--- src/hw/rtl/khtd_pkg.sv ---
// ----------------------------------------------------------------------------
// khtd_pkg
// Shared constants and controller/datapath signal groups for the k-ary heap
// tree distance block.
// ----------------------------------------------------------------------------
`default_nettype none

package khtd_pkg;

  localparam int NODE_BITS   = 48;
  localparam int DIST_BITS   = 48;
  localparam int BRANCH_BITS = 32;
  localparam int CNT_BITS    = $clog2(NODE_BITS);

  localparam logic [BRANCH_BITS-1:0] BRANCH_RESET = BRANCH_BITS'(2);

  typedef struct packed {
    logic load;     // capture a new pair of nodes
    logic start;    // pick the larger node and seed the divider
    logic step;     // one restoring division bit
    logic update;   // replace the larger node by its parent
    logic finish;   // move the result into the output register
  } ctl_cmd_t;

  typedef struct packed {
    logic path_mode;  // branching of 0 or 1: tree is a path
    logic same;       // both nodes meet
    logic div_last;   // last division bit in flight
  } dp_stat_t;

endpackage

`default_nettype wire

--- src/hw/rtl/khtd_in_if.sv ---
// ----------------------------------------------------------------------------
// khtd_in_if
// Input channel: a pair of node numbers with valid/ready handshake.
// ----------------------------------------------------------------------------
`default_nettype none

interface khtd_in_if;
  logic                           valid;
  logic                           ready;
  logic [khtd_pkg::NODE_BITS-1:0] node_a;
  logic [khtd_pkg::NODE_BITS-1:0] node_b;

  modport source (output valid, output node_a, output node_b, input ready);
  modport sink   (input valid, input node_a, input node_b, output ready);
  modport mon    (input valid, input node_a, input node_b, input ready);
endinterface

`default_nettype wire

--- src/hw/rtl/khtd_out_if.sv ---
// ----------------------------------------------------------------------------
// khtd_out_if
// Result channel: path length with valid/ready handshake.
// ----------------------------------------------------------------------------
`default_nettype none

interface khtd_out_if;
  logic                           valid;
  logic                           ready;
  logic [khtd_pkg::DIST_BITS-1:0] distance;

  modport source (output valid, output distance, input ready);
  modport sink   (input valid, input distance, output ready);
  modport mon    (input valid, input distance, input ready);
endinterface

`default_nettype wire

--- src/hw/rtl/khtd_dp.sv ---
// ----------------------------------------------------------------------------
// khtd_dp
// Datapath: node registers, bit-serial parent divider, step counter and
// output payload register.
// ----------------------------------------------------------------------------
`default_nettype none

module khtd_dp (
  input  wire logic                             clk,
  input  wire logic                             rst_n,
  input  wire logic                             cfg_we,
  input  wire logic [khtd_pkg::BRANCH_BITS-1:0] cfg_wdata,
  input  wire logic [khtd_pkg::NODE_BITS-1:0]   node_a,
  input  wire logic [khtd_pkg::NODE_BITS-1:0]   node_b,
  input  wire khtd_pkg::ctl_cmd_t               cmd,
  output khtd_pkg::dp_stat_t                    stat,
  output logic [khtd_pkg::DIST_BITS-1:0]        distance
);

  logic [khtd_pkg::BRANCH_BITS-1:0] k_r, k_nxt;
  logic [khtd_pkg::NODE_BITS-1:0]   a_r, a_nxt;
  logic [khtd_pkg::NODE_BITS-1:0]   b_r, b_nxt;
  logic [khtd_pkg::DIST_BITS-1:0]   dist_r, dist_nxt;
  logic [khtd_pkg::DIST_BITS-1:0]   dout_r, dout_nxt;
  logic [khtd_pkg::NODE_BITS-1:0]   x_r, x_nxt;      // dividend in, quotient out
  logic [khtd_pkg::BRANCH_BITS-1:0] rem_r, rem_nxt;
  logic [khtd_pkg::CNT_BITS-1:0]    cnt_r, cnt_nxt;
  logic                             sel_a_r, sel_a_nxt;

  logic                             a_gt_b;
  logic [khtd_pkg::NODE_BITS-1:0]   big;
  logic [khtd_pkg::NODE_BITS-1:0]   absdiff;
  logic [khtd_pkg::BRANCH_BITS:0]   trial;
  logic [khtd_pkg::BRANCH_BITS:0]   trial_sub;
  logic [khtd_pkg::NODE_BITS-1:0]   parent;

  assign a_gt_b  = a_r > b_r;
  assign big     = a_gt_b ? a_r : b_r;
  assign absdiff = (a_r >= b_r) ? (a_r - b_r) : (b_r - a_r);
  assign trial   = {rem_r, x_r[khtd_pkg::NODE_BITS-1]};
  assign trial_sub = trial - {1'b0, k_r};
  assign parent  = x_r + khtd_pkg::NODE_BITS'(1);

  assign stat.path_mode = k_r <= khtd_pkg::BRANCH_BITS'(1);
  assign stat.same      = a_r == b_r;
  assign stat.div_last  = cnt_r == khtd_pkg::CNT_BITS'(khtd_pkg::NODE_BITS - 1);
  assign distance       = dout_r;

  always_comb begin
    k_nxt     = k_r;
    a_nxt     = a_r;
    b_nxt     = b_r;
    dist_nxt  = dist_r;
    dout_nxt  = dout_r;
    x_nxt     = x_r;
    rem_nxt   = rem_r;
    cnt_nxt   = cnt_r;
    sel_a_nxt = sel_a_r;
    if (cfg_we) begin
      k_nxt = cfg_wdata;
    end
    if (cmd.load) begin
      // node zero stands for the root
      a_nxt    = (node_a == '0) ? khtd_pkg::NODE_BITS'(1) : node_a;
      b_nxt    = (node_b == '0) ? khtd_pkg::NODE_BITS'(1) : node_b;
      dist_nxt = '0;
    end
    if (cmd.start) begin
      sel_a_nxt = a_gt_b;
      x_nxt     = big - khtd_pkg::NODE_BITS'(2);
      rem_nxt   = '0;
      cnt_nxt   = '0;
    end
    if (cmd.step) begin
      if (!trial_sub[khtd_pkg::BRANCH_BITS]) begin
        rem_nxt = trial_sub[khtd_pkg::BRANCH_BITS-1:0];
        x_nxt   = {x_r[khtd_pkg::NODE_BITS-2:0], 1'b1};
      end else begin
        rem_nxt = trial[khtd_pkg::BRANCH_BITS-1:0];
        x_nxt   = {x_r[khtd_pkg::NODE_BITS-2:0], 1'b0};
      end
      cnt_nxt = cnt_r + khtd_pkg::CNT_BITS'(1);
    end
    if (cmd.update) begin
      if (sel_a_r) begin
        a_nxt = parent;
      end else begin
        b_nxt = parent;
      end
      dist_nxt = dist_r + khtd_pkg::DIST_BITS'(1);
    end
    if (cmd.finish) begin
      dout_nxt = stat.path_mode ? khtd_pkg::DIST_BITS'(absdiff) : dist_r;
    end
  end

  always_ff @(posedge clk) begin
    if (!rst_n) begin
      k_r <= khtd_pkg::BRANCH_RESET;
    end else begin
      k_r <= k_nxt;
    end
  end

  always_ff @(posedge clk) begin
    a_r     <= a_nxt;
    b_r     <= b_nxt;
    dist_r  <= dist_nxt;
    dout_r  <= dout_nxt;
    x_r     <= x_nxt;
    rem_r   <= rem_nxt;
    cnt_r   <= cnt_nxt;
    sel_a_r <= sel_a_nxt;
  end

endmodule

`default_nettype wire

--- src/hw/rtl/khtd_ctrl.sv ---
// ----------------------------------------------------------------------------
// khtd_ctrl
// Controller: sequences compare, divide and parent update steps and owns
// both channel handshakes.
// ----------------------------------------------------------------------------
`default_nettype none

module khtd_ctrl (
  input  wire logic               clk,
  input  wire logic               rst_n,
  input  wire logic               in_valid,
  output logic                    in_ready,
  output logic                    out_valid,
  input  wire logic               out_ready,
  input  wire khtd_pkg::dp_stat_t stat,
  output khtd_pkg::ctl_cmd_t      cmd
);

  localparam logic [1:0] S_IDLE = 2'd0;
  localparam logic [1:0] S_CMP  = 2'd1;
  localparam logic [1:0] S_DIV  = 2'd2;
  localparam logic [1:0] S_UPD  = 2'd3;

  logic [1:0] state_r, state_nxt;
  logic       ovalid_r, ovalid_nxt;
  logic       done;
  logic       out_free;

  assign in_ready  = state_r == S_IDLE;
  assign out_valid = ovalid_r;
  assign done      = stat.path_mode || stat.same;
  assign out_free  = !ovalid_r || out_ready;

  always_comb begin
    state_nxt  = state_r;
    cmd        = '0;
    ovalid_nxt = ovalid_r && !out_ready;
    unique case (state_r)
      S_IDLE: begin
        if (in_valid) begin
          cmd.load  = 1'b1;
          state_nxt = S_CMP;
        end
      end
      S_CMP: begin
        if (done) begin
          // wait here until the output register frees up
          if (out_free) begin
            cmd.finish = 1'b1;
            ovalid_nxt = 1'b1;
            state_nxt  = S_IDLE;
          end
        end else begin
          cmd.start = 1'b1;
          state_nxt = S_DIV;
        end
      end
      S_DIV: begin
        cmd.step = 1'b1;
        if (stat.div_last) begin
          state_nxt = S_UPD;
        end
      end
      S_UPD: begin
        cmd.update = 1'b1;
        state_nxt  = S_CMP;
      end
      default: begin
        state_nxt = S_IDLE;
      end
    endcase
  end

  always_ff @(posedge clk) begin
    if (!rst_n) begin
      state_r  <= S_IDLE;
      ovalid_r <= 1'b0;
    end else begin
      state_r  <= state_nxt;
      ovalid_r <= ovalid_nxt;
    end
  end

endmodule

`default_nettype wire

--- src/hw/rtl/kary_heap_tree_distance.sv ---
// with branching 0 or 1 the result is loaded from the compare state once the output register is free;
//   otherwise s parent steps run first, s = parent steps until the nodes meet (<= 94)
// each parent step is one pass of the bit-serial divider, one quotient bit per node bit,
//   plus one compare and one update step; the worst case is at k = 2
// one transaction at a time; the next is accepted in the cycle after finish
// reset: synchronous active low, clears control and sets branching to 2
// ----------------------------------------------------------------------------
// kary_heap_tree_distance
// Path length between two nodes of an implicit complete k-ary heap tree.
// ----------------------------------------------------------------------------
`default_nettype none

module kary_heap_tree_distance (
  input  wire logic                             clk,
  input  wire logic                             rst_n,
  input  wire logic                             cfg_we,
  input  wire logic [khtd_pkg::BRANCH_BITS-1:0] cfg_wdata,
  khtd_in_if.sink                               in_ch,
  khtd_out_if.source                            out_ch
);

  khtd_pkg::ctl_cmd_t cmd;
  khtd_pkg::dp_stat_t stat;

  khtd_ctrl u_ctrl (
    .clk       (clk),
    .rst_n     (rst_n),
    .in_valid  (in_ch.valid),
    .in_ready  (in_ch.ready),
    .out_valid (out_ch.valid),
    .out_ready (out_ch.ready),
    .stat      (stat),
    .cmd       (cmd)
  );

  khtd_dp u_dp (
    .clk       (clk),
    .rst_n     (rst_n),
    .cfg_we    (cfg_we),
    .cfg_wdata (cfg_wdata),
    .node_a    (in_ch.node_a),
    .node_b    (in_ch.node_b),
    .cmd       (cmd),
    .stat      (stat),
    .distance  (out_ch.distance)
  );

endmodule

`default_nettype wire

--- src/flat_wrapper.sv ---
// flat-port wrapper written by rule: the top's interface ports become plain ports
module kary_heap_tree_distance_flat 
  (clk, rst_n, cfg_we, cfg_wdata, in_ch_valid, in_ch_node_a, in_ch_node_b, in_ch_ready, out_ch_valid, out_ch_distance, out_ch_ready);
  khtd_in_if in_ch_i ();
  khtd_out_if out_ch_i ();
  input  wire logic clk;
  input  wire logic rst_n;
  input  wire logic cfg_we;
  input  wire logic [khtd_pkg::BRANCH_BITS-1:0] cfg_wdata;
  input wire logic [$bits(in_ch_i.valid)-1:0] in_ch_valid;
  input wire logic [$bits(in_ch_i.node_a)-1:0] in_ch_node_a;
  input wire logic [$bits(in_ch_i.node_b)-1:0] in_ch_node_b;
  output wire logic [$bits(in_ch_i.ready)-1:0] in_ch_ready;
  output wire logic [$bits(out_ch_i.valid)-1:0] out_ch_valid;
  output wire logic [$bits(out_ch_i.distance)-1:0] out_ch_distance;
  input wire logic [$bits(out_ch_i.ready)-1:0] out_ch_ready;
  assign in_ch_i.valid = in_ch_valid;
  assign in_ch_i.node_a = in_ch_node_a;
  assign in_ch_i.node_b = in_ch_node_b;
  assign in_ch_ready = in_ch_i.ready;
  assign out_ch_valid = out_ch_i.valid;
  assign out_ch_distance = out_ch_i.distance;
  assign out_ch_i.ready = out_ch_ready;
  kary_heap_tree_distance u_core (.clk(clk), .rst_n(rst_n), .cfg_we(cfg_we), .cfg_wdata(cfg_wdata), .in_ch(in_ch_i), .out_ch(out_ch_i));
endmodule
--- config.mk ---
export PLATFORM = sky130hd
export DESIGN_NAME = kary_heap_tree_distance_flat
export DESIGN_NICKNAME = d
export VERILOG_FILES = /design/src/hw/rtl/khtd_pkg.sv /design/src/hw/rtl/khtd_in_if.sv /design/src/hw/rtl/khtd_out_if.sv /design/src/hw/rtl/khtd_dp.sv /design/src/hw/rtl/khtd_ctrl.sv /design/src/hw/rtl/kary_heap_tree_distance.sv /design/src/flat_wrapper.sv
export SDC_FILE = /design/constraint.sdc
export NUM_CORES = 1
export LEC_CHECK = 0
export BUFFER_PORTS_ARGS = -buffer_cell sky130_fd_sc_hd__buf_2
export CAP_MARGIN = 0
export CORE_MARGIN = 3
export CORE_UTILIZATION = 30
export DETAILED_ROUTE_END_ITERATION = 16
export GPL_TIMING_DRIVEN = 0
export PLACE_DENSITY_LB_ADDON = 0.05
export SYNTH_ARGS = -nofsm -noshare
export SYNTH_HDL_FRONTEND = slang
export SYNTH_HIERARCHICAL = 1
export SYNTH_SLANG_ARGS = --single-unit
export TNS_END_PERCENT = 30
--- constraint.sdc ---
create_clock -name clk -period 6.65 [get_ports clk]
set_input_delay 0.9975 -clock clk [delete_from_list [all_inputs] [get_ports clk]]
set_output_delay 0.9975 -clock clk [all_outputs]
set_load 0.02 [all_outputs]
* Word level (Yosys, flattened, before mapping)
Index checks and enable logic that the tools add are counted.
** Storage, ports and cells
- Flip-flop bits (word level) :: 314
- Input bits :: 133
- Logic and storage cells :: 78
** Operators by class
- Add/sub/neg operators :: 7
- $lt $le $gt $ge :: 3
- Equality and inequality tests :: 8
- Muxes and demuxes :: 38
- Reduce and logical (&&, ||, !) cells :: 11
** Operators by type and width (count)
- two-way mux 48 bit :: 15
- adder 48 x 1 -> 48 bit (second input constant) :: 2
- logical NOT 48 bit :: 2
- two-way mux 32 bit :: 3
- subtractor 48 bit :: 2
- equality test 48 bit :: 1
- >= comparator 48 bit :: 1
- greater-than comparator 48 bit :: 1
- subtractor 48 x 2 -> 48 bit (second input constant) :: 1
- subtractor 33 x 32 -> 33 bit :: 1
- <= comparator 32 x 1 -> 1 bit (second input constant) :: 1
- two-way mux 1 bit :: 13
- two-way mux 6 bit :: 2
- two-way mux 2 bit :: 4
- case mux 2 bit (4 select lines) :: 1
- adder 6 x 1 -> 6 bit (second input constant) :: 1
- equality test 6 bit (second input constant) :: 1
- equality test 2 bit (second input constant) :: 2
- nonzero test 2 bit :: 2
- != test 3 bit (second input constant) :: 1
- AND reduction 3 bit :: 1
- equality test 2 x 1 -> 1 bit (second input constant) :: 1
- logical NOT 1 bit :: 2
- logical NOT 2 bit :: 1
- other kinds (4) :: 5

* Logic depth before layout (Yosys ltp)
Gate-level depths: netlist of the first run.
- Depth in word-level cells :: 6
- Gate-level depth with buffers :: 23

* Hierarchy
Netlist of the first run, hierarchy kept.
** By module, submodules not included
- khtd_dp :: times used 1, cells an instance 2899, area each 23689.0 sq um, seq. area each 8057.7 sq um
- khtd_ctrl :: times used 1, cells an instance 23, area each 249.0 sq um, seq. area each 60.1 sq um

* Worst setup path before layout of the first run
No wires, ideal clock.
- Path kind :: reg2reg
- Start point :: register u_core/u_dp/a_r[12] (netlist name)
- End point :: register u_core/u_dp/x_r[39] (netlist name) (data pin)
- Setup time :: 0.267 ns
- Data arrival time :: 4.426 ns
- Data required time :: 6.383 ns
- Setup slack :: 1.957 ns
- Cell stages (with the launch flop) :: 23
- Cells stage by stage :: dfxtp_1 inv_1 ha_1 buf_4 nand4_4 or4_4 nand3_2 a21oi_1 a211oi_2 buf_6 buf_6 buf_2 buf_2 buf_2 nor2_1 a21oi_1 ha_1 and4_1 mux2i_1 or4_1 nor2_1 xor2_1 o21ai_0
** On the way
- Cells in the longest elaborated chain, start to end :: 5
** Ends and longest elaborated chain
- from (decl) :: line khtd_dp.sv:21 : logic [khtd_pkg::NODE_BITS-1:0] a_r, a_nxt;
- from (signal assigned) :: line khtd_dp.sv:106 : a_r <= a_nxt;
- greater-than comparator 48 bit :: line khtd_dp.sv:37 : assign a_gt_b = a_r > b_r;
- two-way mux 48 bit (*) :: line khtd_dp.sv:38 : assign big = a_gt_b ? a_r : b_r;
- subtractor 48 x 2 -> 48 bit (*) :: line khtd_dp.sv:70 : x_nxt = big - khtd_pkg::NODE_BITS'(2);
- two-way mux 48 bit (*) :: line khtd_dp.sv:68 : if (cmd.start) begin
- two-way mux 48 bit (*) :: line khtd_dp.sv:74 : if (cmd.step) begin
- via u_core.u_dp.x_nxt, one bit :: line khtd_dp.sv:25 : logic [khtd_pkg::NODE_BITS-1:0] x_r, x_nxt;
- to (signal assigned) :: line khtd_dp.sv:110 : x_r <= x_nxt;
- to (decl) :: line khtd_dp.sv:25
The timed path passes the listed nets; every way through them passes the cells marked *. The select of a mux whose other input is x is not followed.
A chain may end at the register's enable or synchronous reset.

* Worst setup path in the final report of the first run
- Start point :: register u_core/u_dp/a_r[11] (netlist name)
- End point :: register u_core/u_dp/x_r[47] (netlist name) (data pin)
Same word-level chain as after synthesis.

==> flow_metrics.env, run 1 <==
export IMPL_register_area_mm2=0.00812
export IMPL_fmax_mhz=156
export IMPL_grt_first_pass_wirelength_mm=149
export IMPL_cellInternalPower_uw=6480
export IMPL_outcome="complete, no violations"
export IMPL_worstSetupPathType="flop to flop"
export IMPL_clock_latency_ns=0.60
export IMPL_final_hold_viol_count=0
export IMPL_critPathTopFamily="buffers and inverters"
export IMPL_synth_nets=3193
export IMPL_maxSlewViolCount=0
export IMPL_postCtsSetupBuffers=0
export IMPL_fp_dieH_um=288
export IMPL_design_die_area_mm2=0.0832
export IMPL_synth_top_area_share_pct=23.0
export IMPL_antenna_found_initial=3
export IMPL_wl_per_cell_um=24.3
export IMPL_powerDensity_mw_per_mm2=481
export IMPL_pwr_share_clk_pct=16.9
export IMPL_layout_drive_gt1_share_pct=10.7
export IMPL_core_area_mm2=0.0782
export IMPL_tritoncts="done"
export IMPL_grt_pass1_vias=22400
export IMPL_fin_crit_ns=6.39
export IMPL_synthesis_area_mm2=0.0239
export IMPL_h_tree_depth=2
export IMPL_cts_buffers=42
export IMPL_crit_top_cell="a21oi_1"
export IMPL_hold_buffers=0
export IMPL_synth_edf_count=183
export IMPL_place_inst=4145
export IMPL_setup_viol=0
export IMPL_ir_worst_vdd_v=0.000193
export IMPL_ys_types=85
export IMPL_critical_path_buf_inv_count=6
export IMPL_ant_nets=0
export IMPL_clock_path_buffers=3
export IMPL_nets=3418
export IMPL_async_reset_ff_share_pct=0
export IMPL_area_growth_pct=15.1
export IMPL_vias_per_cell=5.45
export IMPL_swShare_pct=51.0
export IMPL_synth_top_cells_by_count="nand2_1, o21ai_0, a21oi_1"
export IMPL_drt_iter0_markers=2104
export IMPL_routed_wl_mm=103
export IMPL_portBuffers=181
export IMPL_initial_utilization_pct=30.6
export IMPL_clkSinkCount=314
export IMPL_synth_most_common_cell="nand2_1"
export IMPL_slowest_delay_ns=0.55
export IMPL_seq_area_frac_synth_pct=33.9
export IMPL_cp_max_fo=19
export IMPL_power_frac_comb_pct=58.9
export IMPL_slew_limit_headroom_pct=18.2
export IMPL_synth_largest_area_cell="edfxtp_1"
export IMPL_rsz0062_at_grt="false"
export IMPL_final_fill_count=8292
export IMPL_die_width_um=288
export IMPL_fin_skew_ns=0.0450
export IMPL_clkSlewWorstSetupHoldPaths_ns=0.06
export IMPL_hpwlAfterDp_mm=82.4
export IMPL_yosys_top_cells_area="edfxtp_1, dfxtp_1, o21ai_0"
export IMPL_cp_required_ns=6.96
export IMPL_min_period_over_period_pct=96.1
export IMPL_num_vias=23000
export IMPL_synth_seq_cells=314
export IMPL_p_seq_share_pct=24.2
export IMPL_layoutNonFillerInstCount=4220
export IMPL_drcViolationCount=0
export IMPL_max_cap_violations=0
export IMPL_cts_root_buf="clkbuf_16"
export IMPL_overflow=0
export IMPL_p_leak_uw=0.0109
export IMPL_power_switching_uw=6750
export IMPL_p_total_uw=13200
export IMPL_cp_data_arrival_time_ns=6.70
export IMPL_tightest_slew_ns=1.23
export IMPL_io_pins=183
export IMPL_avgSynthCellArea_um2=8.19
export IMPL_netlist_instances=2922
export IMPL_hold_class="flop to flop"
export IMPL_track_usage_pct=24.1
export IMPL_crit_slowest_cell="buf_2"
export IMPL_fin_util_pct=35.2
export IMPL_critPathLaunchType="flop"
export IMPL_row_count=102
export IMPL_synthFlopType="edfxtp_1"
export IMPL_drt_first_pass_iters=5
export IMPL_place_gp_congestion=0.947
export IMPL_fin_setup_tns_ns=0
export IMPL_multi_input_area_mm2=0.0146
export IMPL_crit_path_cell_trace="inv_1, ha_1, buf_4, a21oi_1, o21ai_0, a21oi_2, a21oi_1, a211oi_2, buf_6, buf_2, buf_2, nor2_1, a21oi_1, ha_1, and4_1, mux2i_4, clkbuf_2, nor4_1, nand4_1, xnor2_1, o21ai_0"
export IMPL_n_antenna_cell=0
export IMPL_ys_warnings_count=6
export IMPL_hold_ws_ns=0.510
export IMPL_end_kind="flop"
export IMPL_grt_start_max_net_pins=49
-- stage by stage --
| stage | setup slack [ns] | cell area [um2] |
|---|---|---|
| 2_1_floorplan | 1.96 | 23900 |
| 3_3_place_gp | -0.593 | 26100 |
| 3_5_place_dp | -0.562 | 26200 |
| 4_1_cts | 0.0582 | 27500 |
| 5_1_grt | 0.0503 | 27500 |
| 6_report | 0.257 | 27500 |
-- power groups by stage --
stage / clock (uW) / combinational [uW] / sequential, uW
final: 2240 / 7800 / 3200
after global routing: 2380 / 8370 / 3250
after CTS: 2300 / 7640 / 3180
after detailed placement: 0 / 7600 / 3220
after global placement: 0 / 7600 / 3220
after floorplan: 0 / 4950 / 3000
-- routing by layer --
layer	vias up	GRT usage [%]	wire (um)
met3	130	3.88	7700
met5	-	0	0
li1	10900	-	-
met1	11100	36.2	49800
met2	905	35.3	42300
met4	0	6.52	2730
-- worst paths after layout --
| kind | endpoint | cells past startpoint | slack (ns) | from |
|---|---|---|---|---|
| worst max-delay path | u_core/u_dp/x_r[47] | 21 | 0.26 | u_core/u_dp/a_r[11] |
| worst min-delay path | u_core/u_ctrl/state_r[1] | 2 | 0.51 | u_core/u_ctrl/state_r[1] |
| worst max register to register | u_core/u_dp/x_r[47] | 21 | 0.26 | u_core/u_dp/a_r[11] |
| worst min register to register | u_core/u_ctrl/state_r[1] | 2 | 0.51 | u_core/u_ctrl/state_r[1] |
-- cell usage in the layout (no fill, tap or decap), drive strengths merged, types with 20 or more instances in the layout --
| master | instances |
|---|---|
| edfxtp | 183 |
| dfxtp | 131 |
| a21oi | 206 |
| nand3 | 65 |
| xnor2 | 143 |
| clkbuf | 140 |
| nor4 | 64 |
| a31oi | 20 |
| xor2 | 61 |
| nor2 | 204 |
| ha | 135 |
| nor2b | 43 |
| mux2i | 116 |
| o21ai | 344 |
| nand4 | 72 |
| nor3 | 49 |
| and2 | 53 |
| nand2b | 20 |
| nand2 | 375 |
| o21bai | 39 |
| buf | 238 |
| inv | 175 |
| a21o | 50 |
| and3 | 31 |
-- timing repair --
action	CTS	global route
hold endpoints to repair	0	0
pin swaps	0	0
gates resized for setup	4	2
endpoints found under the setup margin	16	12
-- sequential cells by signal, summed over array words and instances, names as in the netlist --
signal,count
u_core/u_dp/a_r,48
u_core/u_ctrl/state_r,2
u_core/u_dp/k_r,32
u_core/u_dp/distance,48
u_core/u_dp/dist_r,48
u_core/u_dp/cnt_r,6
u_core/u_dp/sel_a_r,1
u_core/u_dp/x_r,48
u_core/u_dp/rem_r,32
u_core/u_dp/b_r,48
u_core/u_ctrl/out_valid,1
-- worst reg2reg max path, delay by kind of cell, from the launching register on --
| kind | cells | cell delay [ns] |
|---|---|---|
| buf+inv | 6 | 1.89 |
| compound gates | 7 | 1.79 |
| simple gates | 4 | 0.97 |
| fa+ha+maj | 2 | 0.69 |
| flops | 1 | 0.44 |
| xor+xnor | 1 | 0.19 |
| mux | 1 | 0.15 |
-- cell families after synthesis --
kind of cell             after synthesis  synth area share [%]
buffers and inverters                318                  5.36
adder cells (fa/ha/maj)              138                  7.31
flip-flops                           314                  33.9
XOR/XNOR                             204                  7.46
AND/OR/NAND/NOR                     1041                  21.5
multiplexers                         125                  5.27
AO/OA/AOI/OAI                        782                  19.2
-- area by class of cell --
| class | count | share of cell area (%) |
|---|---|---|
| buffer | 142 | 2.28 |
| clock buffer | 53 | 4.12 |
| clock inverter | 24 | 0.695 |
| inverter | 174 | 2.37 |
| multi-input combinational | 2290 | 52.9 |
| sequential | 314 | 29.5 |
| tap | 1040 | 4.72 |
| timing repair buffer | 183 | 3.46 |
(Power assumes the default switching activity.)
==> inputs of run 2 (changes only) <==
--- a/config.mk
+++ b/config.mk
@@ -8,7 +8,7 @@
 export BUFFER_PORTS_ARGS = -buffer_cell sky130_fd_sc_hd__buf_2
 export CAP_MARGIN = 0
 export CORE_MARGIN = 3
-export CORE_UTILIZATION = 30
+export CORE_UTILIZATION = 50
 export DETAILED_ROUTE_END_ITERATION = 16
 export GPL_TIMING_DRIVEN = 0
 export PLACE_DENSITY_LB_ADDON = 0.05
==> flow_metrics.env, run 2 (same netlist as run 1, synthesis figures left out) <==
export IMPL_outcome="complete, no violations"
export IMPL_io_pins=183
export IMPL_final_common_cell="nand2_1"
export IMPL_mostFrequentLayoutCells="nand2_1, o21ai_0, buf_2, a21oi_1, nor2_1"
export IMPL_min_period_over_period_pct=93.8
export IMPL_worstSetupEndpoint="u_core/u_dp/x_r[47]"
export IMPL_die_width_um=225
export IMPL_slew_limit_headroom_pct=6.48
export IMPL_rsz0062_at_grt="false"
export IMPL_antenna_found_initial=1
export IMPL_clkSinkCount=314
export IMPL_core_area_mm2=0.0470
export IMPL_p_leak_uw=0.0109
export IMPL_drt_iter0_markers=2925
export IMPL_end_kind="flop"
export IMPL_register_area_mm2=0.00812
export IMPL_track_usage_pct=35.0
export IMPL_powerDensity_mw_per_mm2=477
export IMPL_cts_root_buf="clkbuf_16"
export IMPL_n_antenna_cell=0
export IMPL_cp_data_arrival_time_ns=6.52
export IMPL_h_tree_depth=2
export IMPL_hold_class="flop to flop"
export IMPL_vias_per_cell=6.28
export IMPL_overflow=0
export IMPL_cp_required_ns=6.93
export IMPL_postCtsSetupBuffers=0
export IMPL_worstReg2RegStart="u_core/u_dp/a_r[37]"
export IMPL_p_seq_share_pct=25.1
export IMPL_multi_input_area_mm2=0.0146
export IMPL_area_growth_pct=12.0
export IMPL_pwr_share_clk_pct=15.3
export IMPL_drcViolationCount=0
export IMPL_initial_utilization_pct=51.0
export IMPL_ir_worst_vdd_v=0.000237
export IMPL_worstSetupPathType="flop to flop"
export IMPL_cts_resized=3
export IMPL_cp_startpoint="u_core/u_dp/a_r[37]"
export IMPL_swShare_pct=50.8
export IMPL_grt_pass1_vias=22200
export IMPL_tritoncts="done"
export IMPL_power_frac_comb_pct=59.6
export IMPL_clkSlewWorstSetupHoldPaths_ns=0.06
export IMPL_row_count=79
export IMPL_ant_nets=0
export IMPL_place_gp_congestion=1.03
export IMPL_wl_per_cell_um=24.2
export IMPL_power_switching_uw=6500
export IMPL_fin_setup_tns_ns=0
export IMPL_num_vias=23700
export IMPL_grt_start_max_net_pins=51
export IMPL_pre_cts_slack_ns=-0.421
export IMPL_drt_first_pass_iters=5
export IMPL_max_cap_violations=0
export IMPL_clock_latency_ns=0.56
export IMPL_portBuffers=181
export IMPL_tightest_slew_ns=1.39
export IMPL_routed_wl_mm=91.4
export IMPL_grt_first_pass_wirelength_mm=135
export IMPL_p_total_uw=12800
export IMPL_cellInternalPower_uw=6300
export IMPL_clock_path_buffers=3
export IMPL_design_die_area_mm2=0.0505
export IMPL_fin_util_pct=57.1
export IMPL_critPathLaunchType="flop"
export IMPL_fin_crit_ns=6.24
export IMPL_final_hold_viol_count=0
export IMPL_finalWorstSetupSlack_ns=0.411
export IMPL_cts_buffers=37
export IMPL_maxSlewViolCount=0
export IMPL_final_fill_count=4348
export IMPL_nets=3413
export IMPL_fp_dieH_um=225
export IMPL_fin_skew_ns=0.0253
export IMPL_ff2ff_setup_slack_ns=0.41
export IMPL_reg2reg_depth=22
export IMPL_fmax_mhz=160
export IMPL_cp_max_fo=19
export IMPL_setup_viol=0
export IMPL_hold_buffers=0
export IMPL_rr_endpoint="u_core/u_dp/x_r[47]"
export IMPL_layout_drive_gt1_share_pct=10.5
export IMPL_hpwlAfterDp_mm=73.0
-- run 2: cell count changes in the layout (fill, tap and decap cells not counted), sizes merged --
cell	previous run	this run
bufinv	2	0
inv	175	173
buf	238	237
clkinv	18	16
clkinvlp	3	1
-- run 2: metal layers --
metal	vias to the layer above	part of all wire [%]	GRT usage (%)
met5	-	0	0
met1	11300	43	51.0
li1	10800	-	-
met4	0	3.4	11.6
met2	1377	42	52.5
met3	202	11	6.46
-- run 2: stage by stage --
stage	instance area (um2)	hold WS [ns]	instances
floorplan	23900	0.471	2922
global placement	25600	0.485	3710
detailed placement	25700	0.512	3712
CTS	26800	0.524	3780
global route	26800	0.562	3778
finish	26800	0.532	3778
-- run 2: layout make-up --
cell class | count | area share, %
Multi-Input combinational cell | 2290 | 54.3
Sequential cell | 314 | 30.3
Clock buffer | 52 | 3.97
Timing Repair Buffer | 183 | 3.56
Tap cell | 607 | 2.83
Inverter | 174 | 2.44
Buffer | 142 | 2.33
Clock inverter | 16 | 0.313
-- run 2: worst max-delay path, cell delays in order (launching register included) --
cell	delay (ns)
dfxtp_1	0.50
inv_1	0.21
ha_1	0.39
clkbuf_1	0.27
a21oi_1	0.22
o21bai_1	0.15
a21oi_1	0.38
a21oi_1	0.15
a211oi_2	0.20
buf_6	0.27
buf_6	0.30
clkbuf_4	0.34
buf_2	0.37
nor2_1	0.10
a21oi_1	0.18
ha_1	0.28
and4_1	0.26
mux2i_4	0.16
clkbuf_2	0.31
nor4_1	0.45
nand4_1	0.18
xnor2_1	0.18
o21ai_0	0.08
-- run 2: how the worst min path moves through the flow --
stage	end	slack, ns	cells after the start	from
5_1_grt	u_core/u_dp/k_r[20]	0.56	2	u_core/u_dp/k_r[20]
4_1_cts	u_core/u_ctrl/state_r[1]	0.52	2	u_core/u_ctrl/state_r[1]
3_3_place_gp	u_core/u_ctrl/state_r[1]	0.48	2	u_core/u_ctrl/state_r[1]
3_5_place_dp	u_core/u_ctrl/state_r[1]	0.51	2	u_core/u_ctrl/state_r[1]
6_report	u_core/u_ctrl/state_r[1]	0.53	2	u_core/u_ctrl/state_r[1]
2_1_floorplan	u_core/u_ctrl/state_r[1]	0.47	2	u_core/u_ctrl/state_r[1]
-- run 2: power by group through the flow --
stage / clock network [uW] / registers (uW) / logic [uW]
finish: 1960 / 3210 / 7620
CTS: 2000 / 3170 / 7370
detailed placement: 0 / 3210 / 7320
floorplan: 0 / 3000 / 4950
global placement: 0 / 3210 / 7250
global route: 2070 / 3250 / 8140
==> inputs of run 3 (changes only) <==
--- a/config.mk
+++ b/config.mk
@@ -5,6 +5,7 @@
 export SDC_FILE = /design/constraint.sdc
 export NUM_CORES = 1
 export LEC_CHECK = 0
+export ABC_AREA = 1
 export BUFFER_PORTS_ARGS = -buffer_cell sky130_fd_sc_hd__buf_2
 export CAP_MARGIN = 0
 export CORE_MARGIN = 3
==> flow_metrics.env, run 3 <==
export IMPL_place_gp_congestion=1.05
export IMPL_crit_top_cell="buf_6"
export IMPL_synth_top_family_by_area="simple AND/OR/NAND/NOR gates"
export IMPL_fin_crit_ns=4.83
export IMPL_synth_top_cells_by_count="nand2_1, inv_1, o21ai_0"
export IMPL_die_width_um=232
export IMPL_register_area_mm2=0.00812
export IMPL_routed_wl_mm=104
export IMPL_overflow=0
export IMPL_end_kind="flop"
export IMPL_synth_seq_cells=314
export IMPL_ff2ff_setup_slack_ns=1.82
export IMPL_cp_max_fo=13
export IMPL_io_pins=183
export IMPL_row_count=82
export IMPL_setup_viol=0
export IMPL_synth_xor_area_share_pct=4.48
export IMPL_drt_iter0_markers=3214
export IMPL_pre_cts_slack_ns=1.98
export IMPL_outcome="complete, no violations"
export IMPL_avgSynthCellArea_um2=6.87
export IMPL_muxShareOfSynthArea_pct=0.256
export IMPL_cp_required_ns=6.91
export IMPL_worstReg2RegStart="u_core/u_dp/a_r[44]"
export IMPL_core_area_mm2=0.0502
export IMPL_vias_per_cell=5.83
export IMPL_cp_startpoint="u_core/u_dp/a_r[44]"
export IMPL_grt_start_max_net_pins=66
export IMPL_wl_per_cell_um=22.5
export IMPL_synth_most_common_cell="nand2_1"
export IMPL_postCtsSetupBuffers=0
export IMPL_rr_endpoint="u_core/u_dp/distance[32]"
export IMPL_synthSimpleGateAreaFrac_pct=27.5
export IMPL_antenna_found_initial=2
export IMPL_final_hold_viol_count=0
export IMPL_cp_data_arrival_time_ns=5.09
export IMPL_cts_resized=0
export IMPL_fmax_mhz=207
export IMPL_rsz0062_at_grt="false"
export IMPL_yosys_top_cells_area="edfxtp_1, nand2_1, dfxtp_1"
export IMPL_clock_path_buffers=3
export IMPL_slowest_delay_ns=0.64
export IMPL_tritoncts="done"
export IMPL_portBuffers=182
export IMPL_drcViolationCount=0
export IMPL_layout_drive_gt1_share_pct=10.5
export IMPL_h_tree_depth=2
export IMPL_finalWorstSetupSlack_ns=1.82
export IMPL_synth_nets=3970
export IMPL_cts_root_buf="clkbuf_16"
export IMPL_max_cap_violations=0
export IMPL_design_die_area_mm2=0.0536
export IMPL_crit_slowest_cell="nor3_2"
export IMPL_fp_dieH_um=232
export IMPL_cts_buffers=39
export IMPL_clock_latency_ns=0.57
export IMPL_hold_class="flop to flop"
export IMPL_maxSlewViolCount=0
export IMPL_synth_edf_count=183
export IMPL_clkSinkCount=314
export IMPL_final_common_cell="nand2_1"
export IMPL_final_area_mm2=0.0286
export IMPL_slew_limit_headroom_pct=13.5
export IMPL_reg2reg_depth=18
export IMPL_netlist_instances=3699
export IMPL_worstSetupEndpoint="u_core/u_dp/distance[32]"
export IMPL_crit_path_cell_trace="inv_1, ha_1, nand2_2, nor2_2, inv_2, nor2_4, nand2_4, nor2_8, nand4_4, buf_2, buf_1, inv_1, nor2_4, nor3_2, buf_6, buf_6, buf_6, buf_4"
export IMPL_fin_util_pct=56.9
export IMPL_synth_largest_area_cell="edfxtp_1"
export IMPL_min_period_over_period_pct=72.7
export IMPL_area_growth_pct=12.3
export IMPL_hold_buffers=0
export IMPL_track_usage_pct=37.6
export IMPL_tightest_slew_ns=1.29
export IMPL_ys_warnings_count=6
export IMPL_drt_first_pass_iters=9
export IMPL_grt_first_pass_wirelength_mm=152
export IMPL_grt_pass1_vias=24700
export IMPL_multi_input_area_mm2=0.0147
export IMPL_clkSlewWorstSetupHoldPaths_ns=0.06
export IMPL_synth_top_area_share_pct=21.6
export IMPL_post_dp_cell_area_mm2=0.0273
export IMPL_num_vias=27000
export IMPL_seq_area_frac_synth_pct=31.9
export IMPL_fin_skew_ns=0.0176
export IMPL_ant_nets=0
export IMPL_synthFlopType="edfxtp_1"
export IMPL_async_reset_ff_share_pct=0
export IMPL_hpwlAfterDp_mm=85.8
export IMPL_ys_types=67
export IMPL_synth_compound_area_share_pct=18.6
export IMPL_synth_fa_ha_area_share_pct=6.88
export IMPL_worstSetupPathType="flop to flop"
export IMPL_nets=4199
export IMPL_final_fill_count=5105
export IMPL_synthesis_area_mm2=0.0254
export IMPL_initial_utilization_pct=50.7
export IMPL_critPathLaunchType="flop"
export IMPL_mostFrequentLayoutCells="nand2_1, inv_1, o21ai_0, nor2_1, a21oi_1"
[run 3: worst min-delay path by stage]
stage | startpoint | endpoint | slack (ns) | cells after the start
6_report | u_core/u_dp/k_r[18] | u_core/u_dp/k_r[18] | 0.49 | 2
5_1_grt | u_core/u_dp/k_r[18] | u_core/u_dp/k_r[18] | 0.51 | 2
4_1_cts | u_core/u_dp/k_r[18] | u_core/u_dp/k_r[18] | 0.49 | 2
3_5_place_dp | u_core/u_dp/k_r[18] | u_core/u_dp/k_r[18] | 0.48 | 2
3_3_place_gp | u_core/u_dp/k_r[18] | u_core/u_dp/k_r[18] | 0.48 | 2
2_1_floorplan | u_core/u_dp/k_r[15] | u_core/u_dp/k_r[15] | 0.45 | 2
[run 3: through the flow]
| step | hold WS (ns) | cells | TNS (ns) |
|---|---|---|---|
| after CTS | 0.486 | 4629 | 0 |
| after detailed placement | 0.478 | 4559 | 0 |
| final | 0.488 | 4630 | 0 |
| after floorplan | 0.454 | 3699 | 0 |
| after global routing | 0.505 | 4630 | 0 |
| after global placement | 0.476 | 4553 | -84.54 |
[run 3: logic make-up after synthesis]
family	count (synthesis)
xor+xnor	130
simple gates	1587
buf+inv	669
flops	314
mux	6
compound gates	855
fa+ha+maj	138
[run 3: final cells by class]
class                   count  area share (%)
inverters                 554            7.28
diodes                      1         0.00876
well taps                 672            2.94
repair buffers            188            3.50
clock buffers              54            4.06
multi-input cells        2716            51.4
plain buffers             115            1.93
clock inverters            16           0.421
flip-flops and latches    314            28.4
[run 3: critical path, delay by kind of cell (launching register included)]
| kind | cells | cell delay, ns |
|---|---|---|
| buf+inv | 9 | 2.02 |
| simple gates | 8 | 1.55 |
| fa+ha+maj | 1 | 0.47 |
| flops | 1 | 0.47 |
[run 3: routing by layer]
layer | up-vias | global-route usage, % | wire, um
met4 | 0 | 18.9 | 6100
met3 | 271 | 6.43 | 9950
met1 | 12500 | 53.0 | 44800
li1 | 12800 | - | -
met5 | - | 0 | 0
met2 | 1497 | 55.6 | 43300
Power of run 3 is left out: the tool's default activity adds up to more than one toggle a clock period on the data nets, which glitch-free logic cannot reach.
